File: config.mk
export PLATFORM = sky130hd
export DESIGN_NAME = tia_ctrl
export DESIGN_NICKNAME = d
export VERILOG_FILES = /design/src/tia_pkg.sv /design/src/tia_ctrl.sv
export SDC_FILE = /design/constraint.sdc
export NUM_CORES = 1
export LEC_CHECK = 0
export ABC_AREA = 1
export BUFFER_PORTS_ARGS = -buffer_cell sky130_fd_sc_hd__buf_2
export CAP_MARGIN = 20
export CORE_MARGIN = 1
export CORE_UTILIZATION = 48
export DETAILED_ROUTE_END_ITERATION = 10
export GPL_TIMING_DRIVEN = 0
export PLACE_DENSITY_LB_ADDON = 0.15
export SYNTH_ARGS = -nofsm -noshare
export SYNTH_HDL_FRONTEND = slang
export SYNTH_SLANG_ARGS = --single-unit
File: constraint.sdc
create_clock -name clk -period 2.2 [get_ports clk]
set_input_delay 0.11 -clock clk [delete_from_list [all_inputs] [get_ports clk]]
set_output_delay 0.11 -clock clk [all_outputs]
set_load 0.05 [all_outputs]
File: src/tia_pkg.sv
// Shared types and constants for the table interpolation block.
// Holds the table geometry, status and action codes, and the controller/datapath interface.
// No dependencies.
`default_nettype none

package tia_pkg;

	localparam int TABLE_DEPTH = 1024;
	localparam int AW          = $clog2(TABLE_DEPTH);
	localparam int CW          = $clog2(TABLE_DEPTH + 1);
	localparam int KEY_W       = 32;
	localparam int VAL_W       = 16;
	localparam int WORD_W      = KEY_W + VAL_W;
	localparam int NUM_W       = KEY_W + VAL_W;
	localparam int ST_W        = 3;
	localparam int ACT_W       = 2;
	localparam int DCNT_W      = $clog2(VAL_W);

	localparam logic [ACT_W-1:0] ACT_CLEAR  = 2'd0;
	localparam logic [ACT_W-1:0] ACT_APPEND = 2'd1;
	localparam logic [ACT_W-1:0] ACT_QUERY  = 2'd2;

	localparam logic [ST_W-1:0] ST_INTERP  = 3'd0;
	localparam logic [ST_W-1:0] ST_HOLD    = 3'd1;
	localparam logic [ST_W-1:0] ST_OUTSIDE = 3'd2;
	localparam logic [ST_W-1:0] ST_EMPTY   = 3'd3;
	localparam logic [ST_W-1:0] ST_STORED  = 3'd4;
	localparam logic [ST_W-1:0] ST_FULL    = 3'd5;
	localparam logic [ST_W-1:0] ST_CLEARED = 3'd6;

	localparam logic REG_LOW_HOLD  = 1'b0;
	localparam logic REG_HIGH_HOLD = 1'b1;

	localparam logic [KEY_W-1:0] LOW_HOLD_RESET  = 32'd2560000;
	localparam logic [KEY_W-1:0] HIGH_HOLD_RESET = 32'd51200000;

	typedef enum logic [3:0] {
		OP_NONE,
		OP_LATCH,
		OP_CLEAR,
		OP_APPEND,
		OP_BUMP,
		OP_INIT,
		OP_STEP,
		OP_LOAD_LO,
		OP_LOAD_HI,
		OP_PREP,
		OP_MUL1,
		OP_MUL2,
		OP_DIV_STEP
	} dp_op_t;

	typedef enum logic [2:0] {
		ADDR_FIRST,
		ADDR_LAST,
		ADDR_MID,
		ADDR_LO,
		ADDR_HI
	} addr_sel_t;

	typedef enum logic [1:0] {
		VAL_ZERO,
		VAL_RD,
		VAL_LO,
		VAL_QUOT
	} val_sel_t;

	typedef struct packed {
		dp_op_t          op;
		addr_sel_t       addr_sel;
		logic            finish;
		logic [ST_W-1:0] res_status;
		val_sel_t        val_sel;
	} tia_cmd_t;

	typedef struct packed {
		logic [ACT_W-1:0] action;
		logic             n_zero;
		logic             n_one;
		logic             full;
		logic             t_gt_high;
		logic             t_lt_low;
		logic             t_gt_key;
		logic             t_lt_key;
		logic             search_done;
		logic             step_nonpos;
		logic             div_last;
	} tia_stat_t;

endpackage

`default_nettype wire

File: src/tia_ctrl.sv
// Controller: sequences clear, append and query items over the datapath.
// Issues tia_cmd_t and reads tia_stat_t; owns busy and done. Uses tia_pkg.
`default_nettype none

module tia_ctrl (
	input  wire                 clk,
	input  wire                 arst_n,
	input  wire                 start,
	output logic                busy,
	output logic                done,
	output tia_pkg::tia_cmd_t   cmd,
	input  tia_pkg::tia_stat_t  stat
);
	import tia_pkg::*;

	typedef enum logic [3:0] {
		S_IDLE,
		S_DECODE,
		S_HOLD_RD,
		S_CHK_LAST,
		S_CHK_FIRST,
		S_SEARCH,
		S_STEP,
		S_LOAD_LO,
		S_LOAD_HI,
		S_CHK_STEP,
		S_MUL1,
		S_MUL2,
		S_DIV,
		S_FIN_DIV
	} state_t;

	state_t state_q;
	state_t state_d;
	logic   busy_q;
	logic   done_q;

	always_comb begin
		state_d        = state_q;
		cmd.op         = OP_NONE;
		cmd.addr_sel   = ADDR_FIRST;
		cmd.finish     = 1'b0;
		cmd.res_status = ST_INTERP;
		cmd.val_sel    = VAL_ZERO;
		unique case (state_q)
			S_IDLE: begin
				if (start) begin
					cmd.op  = OP_LATCH;
					state_d = S_DECODE;
				end
			end
			S_DECODE: begin
				priority if (stat.action == ACT_CLEAR) begin
					cmd.op         = OP_CLEAR;
					cmd.finish     = 1'b1;
					cmd.res_status = ST_CLEARED;
					state_d        = S_IDLE;
				end else if (stat.action == ACT_APPEND) begin
					cmd.finish = 1'b1;
					state_d    = S_IDLE;
					if (stat.full) begin
						cmd.res_status = ST_FULL;
					end else begin
						cmd.op         = OP_APPEND;
						cmd.res_status = ST_STORED;
					end
				end else begin
					priority if (stat.n_zero) begin
						cmd.finish     = 1'b1;
						cmd.res_status = ST_EMPTY;
						state_d        = S_IDLE;
					end else if (stat.t_gt_high) begin
						cmd.addr_sel = ADDR_LAST;
						state_d      = S_HOLD_RD;
					end else if (stat.t_lt_low) begin
						cmd.addr_sel = ADDR_FIRST;
						state_d      = S_HOLD_RD;
					end else begin
						cmd.addr_sel = ADDR_LAST;
						state_d      = S_CHK_LAST;
					end
				end
			end
			S_HOLD_RD: begin
				cmd.finish     = 1'b1;
				cmd.res_status = ST_HOLD;
				cmd.val_sel    = VAL_RD;
				state_d        = S_IDLE;
			end
			S_CHK_LAST: begin
				if (stat.t_gt_key) begin
					cmd.op         = OP_BUMP;
					cmd.finish     = 1'b1;
					cmd.res_status = ST_OUTSIDE;
					cmd.val_sel    = VAL_RD;
					state_d        = S_IDLE;
				end else begin
					cmd.addr_sel = ADDR_FIRST;
					state_d      = S_CHK_FIRST;
				end
			end
			S_CHK_FIRST: begin
				priority if (stat.t_lt_key) begin
					cmd.op         = OP_BUMP;
					cmd.finish     = 1'b1;
					cmd.res_status = ST_OUTSIDE;
					cmd.val_sel    = VAL_RD;
					state_d        = S_IDLE;
				end else if (stat.n_one) begin
					cmd.finish     = 1'b1;
					cmd.res_status = ST_INTERP;
					cmd.val_sel    = VAL_RD;
					state_d        = S_IDLE;
				end else begin
					cmd.op  = OP_INIT;
					state_d = S_SEARCH;
				end
			end
			S_SEARCH: begin
				if (stat.search_done) begin
					cmd.addr_sel = ADDR_LO;
					state_d      = S_LOAD_LO;
				end else begin
					cmd.addr_sel = ADDR_MID;
					state_d      = S_STEP;
				end
			end
			S_STEP: begin
				cmd.op  = OP_STEP;
				state_d = S_SEARCH;
			end
			S_LOAD_LO: begin
				cmd.op       = OP_LOAD_LO;
				cmd.addr_sel = ADDR_HI;
				state_d      = S_LOAD_HI;
			end
			S_LOAD_HI: begin
				cmd.op  = OP_LOAD_HI;
				state_d = S_CHK_STEP;
			end
			S_CHK_STEP: begin
				cmd.op = OP_PREP;
				if (stat.step_nonpos) begin
					cmd.finish     = 1'b1;
					cmd.res_status = ST_INTERP;
					cmd.val_sel    = VAL_LO;
					state_d        = S_IDLE;
				end else begin
					state_d = S_MUL1;
				end
			end
			S_MUL1: begin
				cmd.op  = OP_MUL1;
				state_d = S_MUL2;
			end
			S_MUL2: begin
				cmd.op  = OP_MUL2;
				state_d = S_DIV;
			end
			S_DIV: begin
				cmd.op = OP_DIV_STEP;
				if (stat.div_last) begin
					state_d = S_FIN_DIV;
				end
			end
			S_FIN_DIV: begin
				cmd.finish     = 1'b1;
				cmd.res_status = ST_INTERP;
				cmd.val_sel    = VAL_QUOT;
				state_d        = S_IDLE;
			end
			default: begin
				state_d = S_IDLE;
			end
		endcase
	end

	always_ff @(posedge clk or negedge arst_n) begin
		if (!arst_n) begin
			state_q <= S_IDLE;
			busy_q  <= 1'b0;
			done_q  <= 1'b0;
		end else begin
			state_q <= state_d;
			busy_q  <= state_d != S_IDLE;
			done_q  <= cmd.finish;
		end
	end

	assign busy = busy_q;
	assign done = done_q;

endmodule

`default_nettype wire

# --- Word-level counts from Yosys, hierarchy flattened ---
# Index checks and enable logic that the tools add are counted.
totals:
  wordCells: 57
  register_bits: 6
  output_inout_bits: 15
op_classes:
  eq_ne: 14
  reduce_logical: 3
  mux: 37
ops:
  columns: ["op", "count"]
  rows:
  - ["4-bit 2-to-1 mux", 12]
  - ["4-bit case mux with 12 select lines", 1]
  - ["4-bit case mux with 11 select lines", 1]
  - ["4-bit equality test, second input constant", 6]
  - ["6-bit 2-to-1 mux", 4]
  - ["4-bit case mux with 6 select lines", 1]
  - ["3-bit 2-to-1 mux", 6]
  - ["4-bit by 3-bit equality test with 1-bit output, second input constant", 4]
  - ["2-bit case mux with 5 select lines", 1]
  - ["1-bit 2-to-1 mux", 9]
  - ["3-bit case mux with 3 select lines", 1]
  - ["4-bit by 2-bit equality test with 1-bit output, second input constant", 2]
  - ["4-bit by 1-bit equality test with 1-bit output, second input constant", 1]
  - ["4-bit zero test", 1]
  - ["4-bit nonzero test", 1]
  - ["2-bit by 1-bit equality test with 1-bit output, second input constant", 1]
  - ["2-bit zero test", 1]
  - ["2-bit 2-to-1 mux", 1]

# --- Depth between registers and ports, before layout ---
logic_depth:
  word_depth: 7
  depth_mapped: 9
  mapped_depth_nobuf: 8

# --- Least setup slack after synthesis ---
# OpenSTA, ideal clock, no wires.
synth_path:
  path_kind: "register to output"
  start: "register state_q[1]"
  end: "output port cmd[2] in the netlist's numbering"
  stages_incl_launch_ff: 6
  required_time_ns: 2.090
  setup_slack_ns: 0.150
  arrival_time_ns: 1.940
  n_path_buf: 0
  path_cell_list: "dfrtp_1 > inv_2 > nand2_2 > nor2_4 > o21ai_1 > o21ai_0"
synth_lines:
  columns: ["element", "line_no", "source"]
  rows:
  - ["start, declared", "tia_ctrl.sv:33", "state_t state_q;"]
  - ["start signal, assigned", "tia_ctrl.sv:184", "state_q <= state_d;"]
  - ["end, declared", "tia_ctrl.sv:11", "output tia_pkg::tia_cmd_t cmd,"]

==> results.md <==
- Busiest layer in global routing: met2
- Die W: 38.1 µm
- Fin crit share: 0.852
- Post-synth top cells: nand2_1, nor2_1, inv_1
- Sequential power share: 0.171
- Core area: 0.00116 mm²
- Post-DP HPWL: 1390 µm
- Relative slew slack: 0.801
- Routed vias: 759
- Layout area overhead: 31.2%
- Nets: 154
- Worst r2r src: state_q[1]
- Total CTS buffers: 3
- # IOs: 30
- Lkg Pwr: 0.540 nW
- Avg Cell Area, Syn: between 6 and 7 µm²
- WL final: around 1700 µm
- Synth area leaders: dfrtp_1, nand2_1, nand3_1
- Outcome: finished, final reports clean
- Number of flops mapped to enable cells by yosys: 0
- GP Congestion: 0.873
- H-tree depth: 1
- Max Cap Viol: 0
- Synth Cell Area: about 630 µm²
- Root Driver: clkbuf_4
- R2r endpoint: busy
- Pwr/cell area: around 1200 mW/mm²
- Fin Setup TNS: 0 ns
- Post-synth cell types: 20
- Post-CTS Hold Fix Bufs: 1
- Area of placed instances: about 790 µm²
- Sequential-to-total area share from yosys stat: 0.240
- GR Layer Usage met3: 0.0698
- Asr flop ratio synth: 1.00
- Total Die Area: 0.00145 mm²
- Switching power: 617 µW
- Internal: ~380 µW
- Synth area leader: dfrtp_1
- Slowest Stage Delay on Critical Path: between 0.4 and 0.5 ns
- Post-CTS Setup Inserts: 0
- Startpoint types: flop
- Worst setup EP type: output port
- Synthesized instance count: 104
- Setup Skew: 0.0113 ns
- DR WL/cell: between 10 and 15 µm
- RSZ-0062 raised after global routing: no
- Clk_lat worst skew: 0.25 ns
- Share of layout cells above drive strength 1: 0.401
- Critical path type: flop to output port
- Global Route met1 Usage: 0.322
- Max VDD drop: 442 µV
- Clock Pin Slew Worst Setup and Hold Paths: ~0.05 ns
- WP data arrival: 1.76 ns
- Dominant synthesized flop cell: dfrtp_1
- End of the worst hold path: done
- Switching Share: 0.616
- Buffers added on ports: 29
- Site Rows: 12
- Vias per cell: approximately 5.0
- Cell with the most instances after synthesis: nand2_1
- DRC viols: 0
- Synth Net Count: approximately 120
- DIE HEIGHT: between 30 and 40 µm
- First-pass GRT wire length: 2660 µm
- Worst path cell trace: nor2_1 > nand3_1 > o21ai_1 > nor2_1 > nand3_1 > buf_2
- Reg2reg setup slack: 0.88 ns
- Seq cells post-synth: 6
- Initial core utilization: 0.541
- Post-route cell area: 821 µm²
- Share of total power in the clock network: 0.104
- Reg2reg path depth: 7
- N_diodes: 0
- Worst slew pin tran: 0.297 ns
- GR Util All Layers: 0.271
- Initial DRC Count: 21
- Antenna viol nets, final: 0
- CTS tree: done
- Combinational Power Share: 0.725
- Tmin final: 1.87 ns
- Clk buf depth: 2
- Worst-path cell with the longest stage delay: dfrtp_1
- Grt ovf: 0
- Clk sink count: 6
- Synth top area share: 0.240
- Hold Path Class: input pin to flop
- Peak Freq: between 500 and 600 MHz
- Worst hold path depth: 3
- Critical path required time: 2.09 ns
- Final Hold Viols: 0
- Initial antenna violation count: 0
- Met2 Usage GRT: 0.470
- Setup violators final: 0
- Synth warnings: 0
- Largest net degree at the start of global routing: 9
- Crit-path max FO: 5
- Start point of the worst hold path: stat[9]
- Number of global-route vias before repair: 637
- TritonRoute pass-1 iters: 4
- Pins Over Slew Limit: 0
- Post-CTS Resized: 0
[critical path: cells and delay by family, from the launching register on]
kind            cells  cell delay [ns]
compound gates      1             0.17
buf+inv             1             0.27
flops               1             0.44
simple gates        4             0.64
[cell families after synthesis]
family | Yosys count | synth area share
AOI/OAI and AO/OA | 12 | 0.114
buffers and inverters | 21 | 0.138
and+or+nand+nor | 65 | 0.508
DFF | 6 | 0.240
[power by group through the flow]
stage	Sequential, mW	Clock, mW	Combinational, mW
after global routing	0.176	0.117	0.774
after CTS	0.172	0.105	0.722
after detailed placement	0.173	0	0.718
after floorplan	0.228	0	0.512
after global placement	0.170	0	0.710
final	0.171	0.104	0.726
[sequential cells by signal, indices dropped and copies added, names as in the netlist]
register	cells
busy	1
state_q	4
done	1
[per-stage QoR]
stage	std cells	setup slack, ns	util	hold WS, ns	power (mW)
CTS	151	0.339	0.710	0.202	0.999
detailed placement	147	0.597	0.682	-0.0540	0.892
global route	151	0.173	0.710	0.219	1.07
global placement	147	0.613	0.682	-0.0673	0.880
floorplan	104	0.150	-	-0.186	0.741
finish	151	0.326	0.710	0.211	1.00
[layer usage]
layer  wire length, µm  vias to the layer above
met1               717                      325
met4                 8                        0
met3               121                        2
met5                 0                        -
li1                  -                      391
met2               845                       41
[placed cells by master (no fill, tap or decap)]
cell,n
dfrtp_1,6
inv_2,6
o21ai_0,4
nand2_2,7
clkbuf_4,3
a21oi_1,3
a32o_1,1
nand3_2,2
dlygate4sd3_1,1
nor2_4,2
nor3_1,1
clkinv_1,1
nor2_1,15
nor2_2,4
a21oi_2,1
nand2_1,21
o21ai_1,2
nand3_1,12
nand4_1,1
inv_1,13
buf_6,1
o211ai_1,1
buf_2,29
[how the worst max path moves through the flow]
stage	startpoint	to	slack, ns	cells past startpoint
finish	state_q[3]	cmd[5]	0.33	6
global route	state_q[3]	cmd[5]	0.17	6
CTS	state_q[3]	cmd[5]	0.34	6
detailed placement	state_q[3]	cmd[5]	0.60	6
global placement	state_q[3]	cmd[5]	0.61	6
floorplan	state_q[1]	cmd[2]	0.15	5
[area by class of cell]
| type | instances | area (µm²) |
|---|---|---|
| multi-input combinational | 77 | 389 |
| fill | 111 | 335 |
| timing repair buffer | 30 | 155 |
| sequential | 6 | 150 |
| inverter | 20 | 75.1 |
| clock buffer | 3 | 22.5 |
| tap | 14 | 17.5 |
| buffer | 1 | 11.3 |
No activity file was read; power rests on OpenSTA's default activity.
